--- src/rtl/hrgb_pkg.sv ---
// Shared types, constants and the scale8 helper for the rainbow HSV to RGB converter.
// Used by every stage module and the top level; depends on nothing.
package hrgb_pkg;

  localparam logic [7:0] FULL_SCALE   = 8'd255;
  localparam logic [7:0] THIRD        = 8'd85;
  localparam logic [7:0] DOUBLE_THIRD = 8'd170;
  localparam logic [7:0] THIRD_HIGH   = 8'd171;
  localparam logic [4:0] FRAC_MASK    = 5'h1F;

  typedef enum logic [2:0] {
    SEC_RED    = 3'd0,
    SEC_ORANGE = 3'd1,
    SEC_YELLOW = 3'd2,
    SEC_GREEN  = 3'd3,
    SEC_AQUA   = 3'd4,
    SEC_BLUE   = 3'd5,
    SEC_PURPLE = 3'd6,
    SEC_PINK   = 3'd7
  } sector_t;

  typedef struct packed {
    logic       valid;
    sector_t    sector;
    logic [7:0] t1;
    logic [7:0] t2;
    logic [7:0] sat;
    logic [7:0] val;
    logic [7:0] wash;
  } front_t;

  typedef struct packed {
    logic       valid;
    logic [7:0] red;
    logic [7:0] green;
    logic [7:0] blue;
    logic [7:0] val;
    logic [7:0] wash;
  } mix_t;

  function automatic logic [7:0] scale8(input logic [7:0] a, input logic [7:0] b);
    logic [16:0] prod;
    prod = 17'(a) * 17'({1'b0, b} + 9'd1);
    return prod[15:8];
  endfunction

endpackage

--- src/rtl/hrgb_front.sv ---
// First stage: sector, the one-third and double-third offsets, and the desaturation square.
// Depends on hrgb_pkg.
module hrgb_front
  import hrgb_pkg::*;
(
  input  logic       clk,
  input  logic       rst_n,
  input  logic       load,
  input  logic [7:0] hue,
  input  logic [7:0] sat,
  input  logic [7:0] val,
  output front_t     stage
);

  front_t     stage_r;
  front_t     stage_nxt;
  logic [7:0] frac;
  logic [7:0] desat;

  always_comb begin
    frac             = {hue[4:0] & FRAC_MASK, 3'b000};
    desat            = FULL_SCALE - sat;
    stage_nxt.valid  = load;
    stage_nxt.sector = sector_t'(hue[7:5]);
    stage_nxt.t1     = scale8(frac, THIRD);
    stage_nxt.t2     = scale8(frac, DOUBLE_THIRD);
    stage_nxt.sat    = sat;
    stage_nxt.val    = val;
    stage_nxt.wash   = scale8(desat, desat);
  end

  always_ff @(posedge clk) begin
    if (!rst_n) begin
      stage_r.valid <= 1'b0;
    end else begin
      stage_r.valid <= stage_nxt.valid;
    end
    stage_r.sector <= stage_nxt.sector;
    stage_r.t1     <= stage_nxt.t1;
    stage_r.t2     <= stage_nxt.t2;
    stage_r.sat    <= stage_nxt.sat;
    stage_r.val    <= stage_nxt.val;
    stage_r.wash   <= stage_nxt.wash;
  end

  assign stage = stage_r;

endmodule

--- src/rtl/hrgb_mix.sv ---
// Second stage: base color from the sector, then each channel scaled by saturation.
// Depends on hrgb_pkg.
module hrgb_mix
  import hrgb_pkg::*;
(
  input  logic   clk,
  input  logic   rst_n,
  input  front_t front,
  output mix_t   stage
);

  mix_t       stage_r;
  mix_t       stage_nxt;
  logic [7:0] base_r;
  logic [7:0] base_g;
  logic [7:0] base_b;

  always_comb begin
    unique case (front.sector)
      SEC_RED: begin
        base_r = FULL_SCALE - front.t1;  base_g = front.t1;
        base_b = 8'd0;
      end
      SEC_ORANGE: begin
        base_r = THIRD_HIGH;  base_g = THIRD + front.t1;
        base_b = 8'd0;
      end
      SEC_YELLOW: begin
        base_r = THIRD_HIGH - front.t2;  base_g = DOUBLE_THIRD + front.t1;
        base_b = 8'd0;
      end
      SEC_GREEN: begin
        base_r = 8'd0;  base_g = FULL_SCALE - front.t1;
        base_b = front.t1;
      end
      SEC_AQUA: begin
        base_r = 8'd0;  base_g = THIRD_HIGH - front.t2;
        base_b = THIRD + front.t2;
      end
      SEC_BLUE: begin
        base_r = front.t1;  base_g = 8'd0;
        base_b = FULL_SCALE - front.t1;
      end
      SEC_PURPLE: begin
        base_r = THIRD + front.t1;  base_g = 8'd0;
        base_b = THIRD_HIGH - front.t1;
      end
      SEC_PINK: begin
        base_r = DOUBLE_THIRD + front.t1;  base_g = 8'd0;
        base_b = THIRD - front.t1;
      end
      default: begin
        base_r = 8'd0;  base_g = 8'd0;
        base_b = 8'd0;
      end
    endcase
    stage_nxt.valid = front.valid;
    stage_nxt.red   = scale8(base_r, front.sat);
    stage_nxt.green = scale8(base_g, front.sat);
    stage_nxt.blue  = scale8(base_b, front.sat);
    stage_nxt.val   = front.val;
    stage_nxt.wash  = front.wash;
  end

  always_ff @(posedge clk) begin
    if (!rst_n) begin
      stage_r.valid <= 1'b0;
    end else begin
      stage_r.valid <= stage_nxt.valid;
    end
    stage_r.red   <= stage_nxt.red;
    stage_r.green <= stage_nxt.green;
    stage_r.blue  <= stage_nxt.blue;
    stage_r.val   <= stage_nxt.val;
    stage_r.wash  <= stage_nxt.wash;
  end

  assign stage = stage_r;

endmodule

--- src/rtl/hrgb_finish.sv ---
// Last stage: adds the white wash with saturation at full scale, then scales by value.
// Depends on hrgb_pkg; drives the registered result of the converter.
module hrgb_finish
  import hrgb_pkg::*;
(
  input  logic       clk,
  input  logic       rst_n,
  input  mix_t       mix,
  output logic       valid,
  output logic [7:0] red,
  output logic [7:0] green,
  output logic [7:0] blue
);

  logic       valid_r;
  logic [7:0] red_r;
  logic [7:0] green_r;
  logic [7:0] blue_r;
  logic [7:0] red_nxt;
  logic [7:0] green_nxt;
  logic [7:0] blue_nxt;
  logic [8:0] sum_r;
  logic [8:0] sum_g;
  logic [8:0] sum_b;
  logic [7:0] sat_r;
  logic [7:0] sat_g;
  logic [7:0] sat_b;

  always_comb begin
    sum_r     = {1'b0, mix.red} + {1'b0, mix.wash};
    sum_g     = {1'b0, mix.green} + {1'b0, mix.wash};
    sum_b     = {1'b0, mix.blue} + {1'b0, mix.wash};
    sat_r     = sum_r[8] ? FULL_SCALE : sum_r[7:0];
    sat_g     = sum_g[8] ? FULL_SCALE : sum_g[7:0];
    sat_b     = sum_b[8] ? FULL_SCALE : sum_b[7:0];
    red_nxt   = scale8(sat_r, mix.val);
    green_nxt = scale8(sat_g, mix.val);
    blue_nxt  = scale8(sat_b, mix.val);
  end

  always_ff @(posedge clk) begin
    if (!rst_n) begin
      valid_r <= 1'b0;
    end else begin
      valid_r <= mix.valid;
    end
  end

  always_ff @(posedge clk) begin
    red_r   <= red_nxt;
    green_r <= green_nxt;
    blue_r  <= blue_nxt;
  end

  assign valid = valid_r;
  assign red   = red_r;
  assign green = green_r;
  assign blue  = blue_r;

endmodule

--- src/rtl/hsv_rainbow_to_rgb.sv ---
// Top level of the rainbow HSV to RGB converter.
// Instantiates hrgb_front, hrgb_mix and hrgb_finish; depends on hrgb_pkg.
//
// The converter takes one item per clock: busy never rises, so every cycle with
// start high loads an item. Each item passes three register stages (offsets and
// desaturation square, sector color and saturation scale, white wash and value
// scale), and its result appears on the out_ ports with out_valid high for exactly
// one cycle. The receiver cannot stall the pipeline, so it must take every result
// in the cycle it is shown.
module hsv_rainbow_to_rgb
  import hrgb_pkg::*;
(
  input  logic       clk,
  input  logic       rst_n,
  input  logic       start,
  output logic       busy,
  input  logic [7:0] in_hue,
  input  logic [7:0] in_saturation,
  input  logic [7:0] in_brightness,
  output logic       out_valid,
  output logic [7:0] out_red,
  output logic [7:0] out_green,
  output logic [7:0] out_blue
);

  front_t front;
  mix_t   mix;

  assign busy = 1'b0;

  hrgb_front u_front (
    .clk   (clk),
    .rst_n (rst_n),
    .load  (start & ~busy),
    .hue   (in_hue),
    .sat   (in_saturation),
    .val   (in_brightness),
    .stage (front)
  );

  hrgb_mix u_mix (
    .clk   (clk),
    .rst_n (rst_n),
    .front (front),
    .stage (mix)
  );

  hrgb_finish u_finish (
    .clk   (clk),
    .rst_n (rst_n),
    .mix   (mix),
    .valid (out_valid),
    .red   (out_red),
    .green (out_green),
    .blue  (out_blue)
  );

endmodule
--- config.mk ---
export PLATFORM = sky130hd
export DESIGN_NAME = hsv_rainbow_to_rgb
export DESIGN_NICKNAME = d
export VERILOG_FILES = /design/src/rtl/hrgb_pkg.sv /design/src/rtl/hrgb_front.sv /design/src/rtl/hrgb_mix.sv /design/src/rtl/hrgb_finish.sv /design/src/rtl/hsv_rainbow_to_rgb.sv
export SDC_FILE = /design/constraint.sdc
export NUM_CORES = 1
export LEC_CHECK = 0
export BUFFER_PORTS_ARGS = -buffer_cell sky130_fd_sc_hd__buf_2
export CAP_MARGIN = 20
export CORE_MARGIN = 3
export CORE_UTILIZATION = 50
export DETAILED_ROUTE_END_ITERATION = 10
export PLACE_DENSITY = 0.66
export SLEW_MARGIN = 20
export SYNTH_ARGS = -nofsm -noshare
export SYNTH_HDL_FRONTEND = slang
export SYNTH_SLANG_ARGS = --single-unit
export TNS_END_PERCENT = 30
--- constraint.sdc ---
create_clock -name clk -period 7.2 [get_ports clk]
set_clock_uncertainty 0.1 [all_clocks]
set_input_delay 1.08 -clock clk [delete_from_list [all_inputs] [get_ports clk]]
set_output_delay 1.08 -clock clk [all_outputs]
set_load 0.05 [all_outputs]
==> results_dict.tcl, run 1 <==
set metrics [dict create \
    outcome "completed" \
    yosys_warnings 0 \
    timing.critical_path.max_delay_family "adder cells" \
    r2r_start "u_mix.stage[0]" \
    max_clock_freq_mhz 148.9 \
    critical_path.endpoint_type "flip-flop" \
    setup_tns_ns 0 \
    number_of_primary_i_o_pins 53 \
    global_route.usage.total_pct 23.27 \
    leading_cell_type_in_the_layout_fill_and_taps_excluded "sky130_fd_sc_hd__inv_1" \
    crit_path_top_delay_cell "sky130_fd_sc_hd__fa_1" \
    cts.root.buffer_cell "sky130_fd_sc_hd__clkbuf_16" \
    cts_max_level 3 \
    cts_tree "done" \
    timing_max_transition_violations_final 0 \
    synth_seq_area_share_pct 10.73 \
    netlist_top_cells_area "sky130_fd_sc_hd__fa_1 29%, sky130_fd_sc_hd__ha_1 18%, sky130_fd_sc_hd__dfxtp_1 11%" \
    finalHoldViolCount 0 \
    capturing_point_of_the_worst_reg2reg_path "u_finish.green[5]" \
    netlist_instances 2345 \
    cp.depth 25 \
    synth.net_count 2945 \
    cts.sinks 107 \
    drt_iter0_markers 929 \
    final_net_count 2978 \
    critPathMostFrequentCell "sky130_fd_sc_hd__fa_1" \
    hold_class "flip-flop to flip-flop" \
    tightest_slew_ns 0.9476 \
    post_synth_edffs 0 \
    pre_cts_slack_ns 0.3205 \
    drt_wl_total_um 46690 \
    numCtsBuffers 9 \
    path_class "flip-flop to flip-flop" \
    fp.dieW_um 205.8 \
    post-route-min-period_ns 6.714 \
    drt_drc_violations_left 0 \
    detailedRoute.firstPassIterationCount 7 \
    synthesis.area_um2 19970 \
    antenna_found_initial 0 \
    die_area_um2 42370 \
    worst_slack_ns 0.4856 \
    drv_cap 0 \
    netlist.top_cell.by_area "sky130_fd_sc_hd__fa_1" \
    number_of_hold_repair_buffers_added_at_the_cts_stage 0 \
    worst-endpoint-arrival_ns 6.94 \
    global_route_wire_length_before_repair_um 79250 \
    place.port_buffers 51 \
    worst_skew_late_latency_ns 0.39 \
    ff2ff_path_depth 25 \
    critical_path.n_buffers_inverters 5 \
    globalRouteOverflowTotal 0 \
    critPathMaxStageDelay_ns 0.55 \
    detailed_place.area_um2 20890 \
    avgSynthCellArea_um2 8.515 \
    wire_per_inst_um 16.10 \
    rsz0062_at_grt "no" \
    design.core.area_um2 39010 \
    synth_top_area_share_pct 28.87 \
    timing.reg2reg.setup_slack_ns 0.49 \
    setup_viol 0 \
    crit_fanout 16 \
    antenna_violating_nets_post_route 0 \
    gp_congestion 0.8814 \
    grt_max_degree 49 \
    synth_flop_cell "sky130_fd_sc_hd__dfxtp_1" \
    number_of_global_route_vias_before_repair 16090 \
    post-dp-hpwl_um 38520 \
    ys_async_sr_fraction_pct 0 \
    final_cell_mix "431 x sky130_fd_sc_hd__inv_1, 288 x sky130_fd_sc_hd__fa_1, 285 x sky130_fd_sc_hd__ha_1" \
    max-slew-margin-rel_pct 36.37 \
    antenna-diode-count 0 \
    start_kind "flip-flop" \
    final_layout_size_suffix_gt1_share_pct 8.687 \
    postLayoutCoreUtil_pct 54.45 \
    vias_per_cell 5.280 \
    yosys.cell_types.count 87 \
    clk_pin_slew_worst_paths_ns 0.08 \
    synth-seq-cells 107 \
    final_instance_area_um2 21240 \
    cp-startpoint "u_mix.stage[0]" \
    area_delta_synth_final_pct 6.366 \
    start_util_pct 51.19 \
    timing.critical_path.required_ns 7.42 \
    cts_max_path_buffers 2 \
    die_h_um 205.8 \
    setup.worst_path.end "u_finish.green[5]" \
    routed-via-count 15320 \
    period_share_pct 93.26 \
    row_count 72 \
]
## worst reg2reg max path, stage by stage (launching register included)
cell	delay (ns)
sky130_fd_sc_hd__dfxtp_1	0.34
sky130_fd_sc_hd__ha_1	0.23
sky130_fd_sc_hd__fa_1	0.41
sky130_fd_sc_hd__a21o_1	0.17
sky130_fd_sc_hd__a21oi_1	0.27
sky130_fd_sc_hd__o21ai_0	0.21
sky130_fd_sc_hd__a21oi_1	0.21
sky130_fd_sc_hd__o21bai_1	0.13
sky130_fd_sc_hd__clkbuf_4	0.22
sky130_fd_sc_hd__nor2b_1	0.33
sky130_fd_sc_hd__nor2_1	0.12
sky130_fd_sc_hd__fa_1	0.55
sky130_fd_sc_hd__inv_1	0.05
sky130_fd_sc_hd__fa_1	0.49
sky130_fd_sc_hd__inv_1	0.06
sky130_fd_sc_hd__fa_1	0.54
sky130_fd_sc_hd__inv_1	0.06
sky130_fd_sc_hd__fa_1	0.53
sky130_fd_sc_hd__inv_1	0.04
sky130_fd_sc_hd__ha_1	0.33
sky130_fd_sc_hd__a21o_1	0.20
sky130_fd_sc_hd__a21o_1	0.21
sky130_fd_sc_hd__a311o_1	0.40
sky130_fd_sc_hd__o21a_1	0.20
sky130_fd_sc_hd__a21o_1	0.15
sky130_fd_sc_hd__a31oi_1	0.13
## kinds of logic (layout without fill, tap and decap cells)
kind of cell	count (synthesis)	in the layout	synth area share (%)
simple gates	752	752	17.61
fa+ha+maj	573	573	46.73
buf+inv	508	546	9.706
compound gates	269	269	9.242
xor+xnor	129	129	5.658
flops	107	107	10.73
mux	6	6	0.3070
other cells	1	1	0.01878
## layer usage
layer / GRT usage, % / vias up / part of all wire (%)
li1: - / 7424 / -
met1: 30.21 / 7472 / 44
met2: 39.78 / 355 / 49
met3: 3.955 / 66 / 4.9
met4: 7.200 / 0 / 2.5
met5: 0 / - / 0
## timing repair
| item | CTS | global route |
|---|---|---|
| gates resized for setup | 0 | 2 |
| setup buffers | 0 | 0 |
| endpoints found under the setup margin | 0 | 3 |
## cell usage after synthesis, drive strengths merged, types with 3 or more instances
| library cell | count |
|---|---|
| a211o | 4 |
| and2 | 43 |
| o211ai | 5 |
| or2 | 76 |
| nand3 | 17 |
| o22ai | 9 |
| clkbuf | 59 |
| o21ai | 60 |
| o21a | 14 |
| inv | 431 |
| nor2b | 25 |
| mux2i | 5 |
| and3 | 10 |
| xor2 | 41 |
| and4 | 3 |
| a22o | 4 |
| o31ai | 6 |
| a31oi | 9 |
| a41o | 3 |
| dfxtp | 107 |
| clkinv | 5 |
| nor3b | 3 |
| or3 | 10 |
| xnor2 | 88 |
| nor3 | 23 |
| a211oi | 16 |
| and3b | 3 |
| a21o | 25 |
| a22oi | 6 |
| and4b | 3 |
| a32oi | 4 |
| nand2b | 32 |
| o41ai | 3 |
| ha | 285 |
| buf | 13 |
| o21bai | 10 |
| nor2 | 278 |
| nand4 | 7 |
| fa | 288 |
| o22a | 6 |
| a21oi | 61 |
| nand2 | 208 |
## how the worst min path moves through the flow
stage,startpoint,to,slack [ns],depth (start not counted)
floorplan,u_front.stage[0],u_mix.stage[0],0.21,0
global placement,u_front.stage[9],u_mix.stage[9],0.21,0
detailed placement,u_front.stage[12],u_mix.stage[12],0.22,0
CTS,u_front.stage[12],u_mix.stage[12],0.23,0
global route,u_front.stage[9],u_mix.stage[9],0.24,0
finish,u_front.stage[12],u_mix.stage[12],0.23,0
## state kept, by name (all words and copies together) (netlist names)
name and cells:
u_finish.green 8, u_finish.valid 1, u_mix.stage 41, u_finish.red 8, u_finish.blue 8, u_front.stage 41
## through the flow
step / cells / hold WS, ns
after floorplan: 2345 / 0.2096
after global placement: 2884 / 0.2142
after detailed placement: 2884 / 0.2151
after CTS: 2900 / 0.2300
after global routing: 2901 / 0.2370
final: 2901 / 0.2256
## final cells by class
class	instances	area [um2]
Tap cell	518	648.1
Inverter	436	1637
Clock inverter	7	102.6
Multi-Input combinational cell	1730	15910
Fill cell	3642	17770
Sequential cell	107	2142
Clock buffer	9	225.2
Timing Repair Buffer	94	578.1
Power of run 1 is left out: the tool's default activity adds up to more than one toggle a clock period on the data nets, which glitch-free logic cannot reach.
==> run 2, diff against run 1 <==
==> constraint.sdc (replaced) <==
create_clock -name clk -period 7.2 [get_ports clk]
set_clock_uncertainty 0.1 [all_clocks]
set_input_delay 1.8 -clock clk [delete_from_list [all_inputs] [get_ports clk]]
set_output_delay 1.8 -clock clk [all_outputs]
set_load 0.05 [all_outputs]
==> results_dict.tcl, run 2 (synthesized netlist as in run 1, its figures left out) <==
set metrics [dict create \
    cts_max_level 3 \
    post_cts_setup_bufs 0 \
    number_of_global_route_vias_before_repair 16360 \
    max_clock_freq_mhz 147.2 \
    drt_iter0_markers 816 \
    antenna-diode-count 0 \
    number_of_hold_repair_buffers_added_at_the_cts_stage 0 \
    routed-via-count 15430 \
    cp-startpoint "u_mix.stage[1]" \
    post_cts_resized 0 \
    row_count 72 \
    period_share_pct 94.37 \
    final_net_count 2993 \
    detailedRoute.firstPassIterationCount 5 \
    global_route_wire_length_before_repair_um 78540 \
    worst_skew_late_latency_ns 0.39 \
    final_layout_size_suffix_gt1_share_pct 9.174 \
    drv_cap 0 \
    fp.dieW_um 205.8 \
    setup_tns_ns 0 \
    antenna_found_initial 1 \
    tightest_slew_ns 0.9652 \
    layout.filler_cells 3654 \
    antenna_violating_nets_post_route 0 \
    final_instance_area_um2 21340 \
    vias_per_cell 5.293 \
    timing.critical_path.required_ns 7.43 \
    outcome "completed" \
    drt_drc_violations_left 0 \
    timing_max_transition_violations_final 0 \
    detailed_place.area_um2 21010 \
    number_of_primary_i_o_pins 53 \
    path_class "flip-flop to flip-flop" \
    final_cell_mix "431 x sky130_fd_sc_hd__inv_1, 288 x sky130_fd_sc_hd__fa_1, 285 x sky130_fd_sc_hd__ha_1" \
    cts_max_path_buffers 2 \
    cts.sinks 107 \
    grt_max_degree 49 \
    worst-endpoint-arrival_ns 7.02 \
    clk_pin_slew_worst_paths_ns 0.09 \
    design.core.area_um2 39010 \
    worstHoldStart "u_front.stage[9]" \
    start_kind "flip-flop" \
    die_h_um 205.8 \
    max-slew-margin-rel_pct 35.19 \
    drt_wl_total_um 46500 \
    cts_tree "done" \
    rsz0062_at_grt "no" \
    die_area_um2 42370 \
    post-route-min-period_ns 6.794 \
    globalRouteOverflowTotal 0 \
    leading_cell_type_in_the_layout_fill_and_taps_excluded "sky130_fd_sc_hd__inv_1" \
    place.port_buffers 51 \
    numCtsBuffers 9 \
    setup_viol 0 \
    timing.reg2reg.setup_slack_ns 0.41 \
    wire_per_inst_um 15.95 \
    finalHoldViolCount 0 \
    cts.root.buffer_cell "sky130_fd_sc_hd__clkbuf_16" \
    post-dp-hpwl_um 38380 \
    area_delta_synth_final_pct 6.874 \
    crit_fanout 9 \
    start_util_pct 51.19 \
    critical_path.endpoint_type "flip-flop" \
    gp_congestion 0.9186 \
    global_route.usage.total_pct 23.00 \
    r2r_start "u_mix.stage[1]" \
    hold_class "flip-flop to flip-flop" \
]
-- run 2: changes by cell type in the layout (fill, tap and decap cells not counted), sizes merged --
cell,change
clkbuf,-1
inv,-1
buf,+16
clkinv,+1
-- run 2: worst paths after layout --
path	end	cells after the start
worst max-delay path	u_finish.red[7]	24
worst min-delay path	u_mix.stage[9]	0
worst max register to register	u_finish.red[7]	24
worst min register to register	u_mix.stage[9]	0
-- run 2: layer usage --
| layer | vias to the layer above | global-route usage [%] | share of wire, % |
|---|---|---|---|
| li1 | 7445 | - | - |
| met4 | 2 | 7.685 | 3.1 |
| met5 | - | 0 | 0.032 |
| met2 | 384 | 39.71 | 49 |
| met1 | 7504 | 29.61 | 43 |
| met3 | 98 | 3.386 | 4.5 |
-- run 2: layout make-up --
class | instances | area [um2] | area share (%)
clock buffers | 9 | 225.2 | 1.055
multi-input cells | 1730 | 15900 | 74.48
inverters | 436 | 1637 | 7.669
well taps | 518 | 648.1 | 3.037
clock inverters | 7 | 102.6 | 0.4808
flip-flops and latches | 107 | 2142 | 10.04
repair buffers | 109 | 690.7 | 3.236
-- run 2: stage by stage --
step | instances | setup slack [ns] | utilization, % | hold WS [ns]
final | 2916 | 0.4056 | 54.71 | 0.2236
after global routing | 2916 | 0.006169 | 54.71 | 0.2371
after CTS | 2916 | 0.4279 | 54.71 | 0.2249
after detailed placement | 2900 | 0.05073 | 53.87 | 0.2121
after global placement | 2900 | 0.08990 | 53.87 | 0.2121
after floorplan | 2345 | 0.03502 | - | 0.2096
-- run 2: critical path, cell delays in order (launching register included) --
cell	delay, ns
sky130_fd_sc_hd__dfxtp_1	0.46
sky130_fd_sc_hd__ha_1	0.28
sky130_fd_sc_hd__a21o_1	0.17
sky130_fd_sc_hd__a211oi_1	0.23
sky130_fd_sc_hd__nor2_1	0.09
sky130_fd_sc_hd__o41ai_1	0.37
sky130_fd_sc_hd__mux2i_1	0.75
sky130_fd_sc_hd__nand2b_1	0.20
sky130_fd_sc_hd__fa_1	0.56
sky130_fd_sc_hd__fa_1	0.56
sky130_fd_sc_hd__inv_1	0.06
sky130_fd_sc_hd__fa_1	0.53
sky130_fd_sc_hd__inv_1	0.06
sky130_fd_sc_hd__fa_1	0.52
sky130_fd_sc_hd__inv_1	0.04
sky130_fd_sc_hd__ha_1	0.29
sky130_fd_sc_hd__a21oi_1	0.19
sky130_fd_sc_hd__o21bai_1	0.10
sky130_fd_sc_hd__a32oi_1	0.17
sky130_fd_sc_hd__o31ai_1	0.16
sky130_fd_sc_hd__o41ai_1	0.29
sky130_fd_sc_hd__buf_4	0.18
sky130_fd_sc_hd__o21ai_0	0.12
sky130_fd_sc_hd__nor2_1	0.14
sky130_fd_sc_hd__xnor2_1	0.12
Power of run 2 is left out for the same reason.
==> run 3, diff against run 2 <==
- RECOVER_POWER: not set -> 50
==> results_dict.tcl, run 3 (synthesized netlist as in run 1, its figures left out) <==
set metrics [dict create \
    outcome "completed" \
    global_route.usage.total_pct 23.00 \
    leading_cell_type_in_the_layout_fill_and_taps_excluded "sky130_fd_sc_hd__inv_1" \
    number_of_primary_i_o_pins 53 \
    global_route_wire_length_before_repair_um 78540 \
    critical_path.endpoint_type "flip-flop" \
    cts.root.buffer_cell "sky130_fd_sc_hd__clkbuf_16" \
    path_class "flip-flop to flip-flop" \
    design.core.area_um2 39010 \
    fp.dieW_um 205.8 \
    tightest_slew_ns 0.9675 \
    row_count 72 \
    die_area_um2 42370 \
    number_of_hold_repair_buffers_added_at_the_cts_stage 0 \
    area_delta_synth_final_pct 6.592 \
    antenna_violating_nets_post_route 0 \
    routed-via-count 15430 \
    final_instance_area_um2 21280 \
    period_share_pct 94.25 \
    hold_class "flip-flop to flip-flop" \
    vias_per_cell 5.291 \
    post_cts_resized 0 \
    drt_iter0_markers 874 \
    start_kind "flip-flop" \
    setup_tns_ns 0 \
    detailedRoute.firstPassIterationCount 5 \
    detailed_place.area_um2 21010 \
    place.port_buffers 51 \
    drt_wl_total_um 46560 \
    cts.sinks 107 \
    clk_pin_slew_worst_paths_ns 0.09 \
    post_cts_setup_bufs 0 \
    antenna-diode-count 0 \
    drt_drc_violations_left 0 \
    drv_cap 0 \
    finalHoldViolCount 0 \
    max-slew-margin-rel_pct 35.04 \
    number_of_global_route_vias_before_repair 16360 \
    timing_max_transition_violations_final 0 \
    wire_per_inst_um 15.97 \
    die_h_um 205.8 \
    worst-endpoint-arrival_ns 7.02 \
    post-route-min-period_ns 6.786 \
    setup_viol 0 \
    gp_congestion 0.9186 \
    cts_tree "done" \
    max_clock_freq_mhz 147.4 \
    rsz0062_at_grt "no" \
    grt_max_degree 49 \
    crit_fanout 9 \
    numCtsBuffers 9 \
    post-dp-hpwl_um 38380 \
    start_util_pct 51.19 \
    layout.filler_cells 3682 \
    cts_max_level 3 \
    final_layout_size_suffix_gt1_share_pct 7.715 \
    worst_skew_late_latency_ns 0.39 \
    globalRouteOverflowTotal 0 \
    final_cell_mix "431 x sky130_fd_sc_hd__inv_1, 288 x sky130_fd_sc_hd__fa_1, 285 x sky130_fd_sc_hd__ha_1" \
    timing.critical_path.required_ns 7.43 \
    cts_max_path_buffers 2 \
    antenna_found_initial 1 \
    final_net_count 2993 \
]
## run 3: changes by cell type in the layout (fill, tap and decap cells not counted), sizes merged
cell,previous run,this run
clkbuf,9,44
buf,109,74
## run 3: worst max-delay path, cell delays in order (launching register included)
cell	delay (ns)
sky130_fd_sc_hd__dfxtp_1	0.46
sky130_fd_sc_hd__ha_1	0.28
sky130_fd_sc_hd__a21o_1	0.17
sky130_fd_sc_hd__a211oi_1	0.23
sky130_fd_sc_hd__nor2_1	0.09
sky130_fd_sc_hd__o41ai_1	0.37
sky130_fd_sc_hd__mux2i_1	0.75
sky130_fd_sc_hd__nand2b_1	0.20
sky130_fd_sc_hd__fa_1	0.57
sky130_fd_sc_hd__fa_1	0.56
sky130_fd_sc_hd__inv_1	0.06
sky130_fd_sc_hd__fa_1	0.53
sky130_fd_sc_hd__inv_1	0.06
sky130_fd_sc_hd__fa_1	0.52
sky130_fd_sc_hd__inv_1	0.04
sky130_fd_sc_hd__ha_1	0.29
sky130_fd_sc_hd__a21oi_1	0.19
sky130_fd_sc_hd__o21bai_1	0.10
sky130_fd_sc_hd__a32oi_1	0.17
sky130_fd_sc_hd__o31ai_1	0.16
sky130_fd_sc_hd__o41ai_1	0.29
sky130_fd_sc_hd__buf_4	0.18
sky130_fd_sc_hd__o21ai_0	0.12
sky130_fd_sc_hd__nor2_1	0.14
sky130_fd_sc_hd__xnor2_1	0.12
## run 3: path summary, 6_finish.rpt
check                   startpoint               to  slack [ns]  depth (start not counted)
setup reg to reg    u_mix.stage[1]  u_finish.red[7]        0.41                         24
setup / recovery    u_mix.stage[1]  u_finish.red[7]        0.41                         24
hold / removal    u_front.stage[9]   u_mix.stage[9]        0.22                          0
hold reg to reg   u_front.stage[9]   u_mix.stage[9]        0.22                          0
## run 3: final cells by class
type / count / area (um2) / share of cell area [%]
Clock buffer: 9 / 225.2 / 1.058
Clock inverter: 7 / 102.6 / 0.4820
Inverter: 436 / 1637 / 7.689
Multi-Input combinational cell: 1730 / 15900 / 74.68
Sequential cell: 107 / 2142 / 10.06
Tap cell: 518 / 648.1 / 3.045
Timing Repair Buffer: 109 / 634.4 / 2.980
## run 3: per-layer routing
| metal | global-route usage (%) | share of wire (%) |
|---|---|---|
| met2 | 39.71 | 49 |
| met3 | 3.386 | 4.4 |
| met4 | 7.685 | 2.9 |
| met5 | 0 | 0.032 |
| met1 | 29.61 | 43 |
## run 3: per-stage QoR
| stage | cells | hold slack (ns) | setup slack, ns | utilization (%) |
|---|---|---|---|---|
| detailed placement | 2900 | 0.2121 | 0.05073 | 53.87 |
| floorplan | 2345 | 0.2096 | 0.03502 | - |
| CTS | 2916 | 0.2249 | 0.4279 | 54.71 |
| finish | 2916 | 0.2234 | 0.4142 | 54.56 |
| global placement | 2900 | 0.2121 | 0.08990 | 53.87 |
| global route | 2916 | 0.2371 | 0.006169 | 54.56 |
Power of run 3 is left out for the same reason.
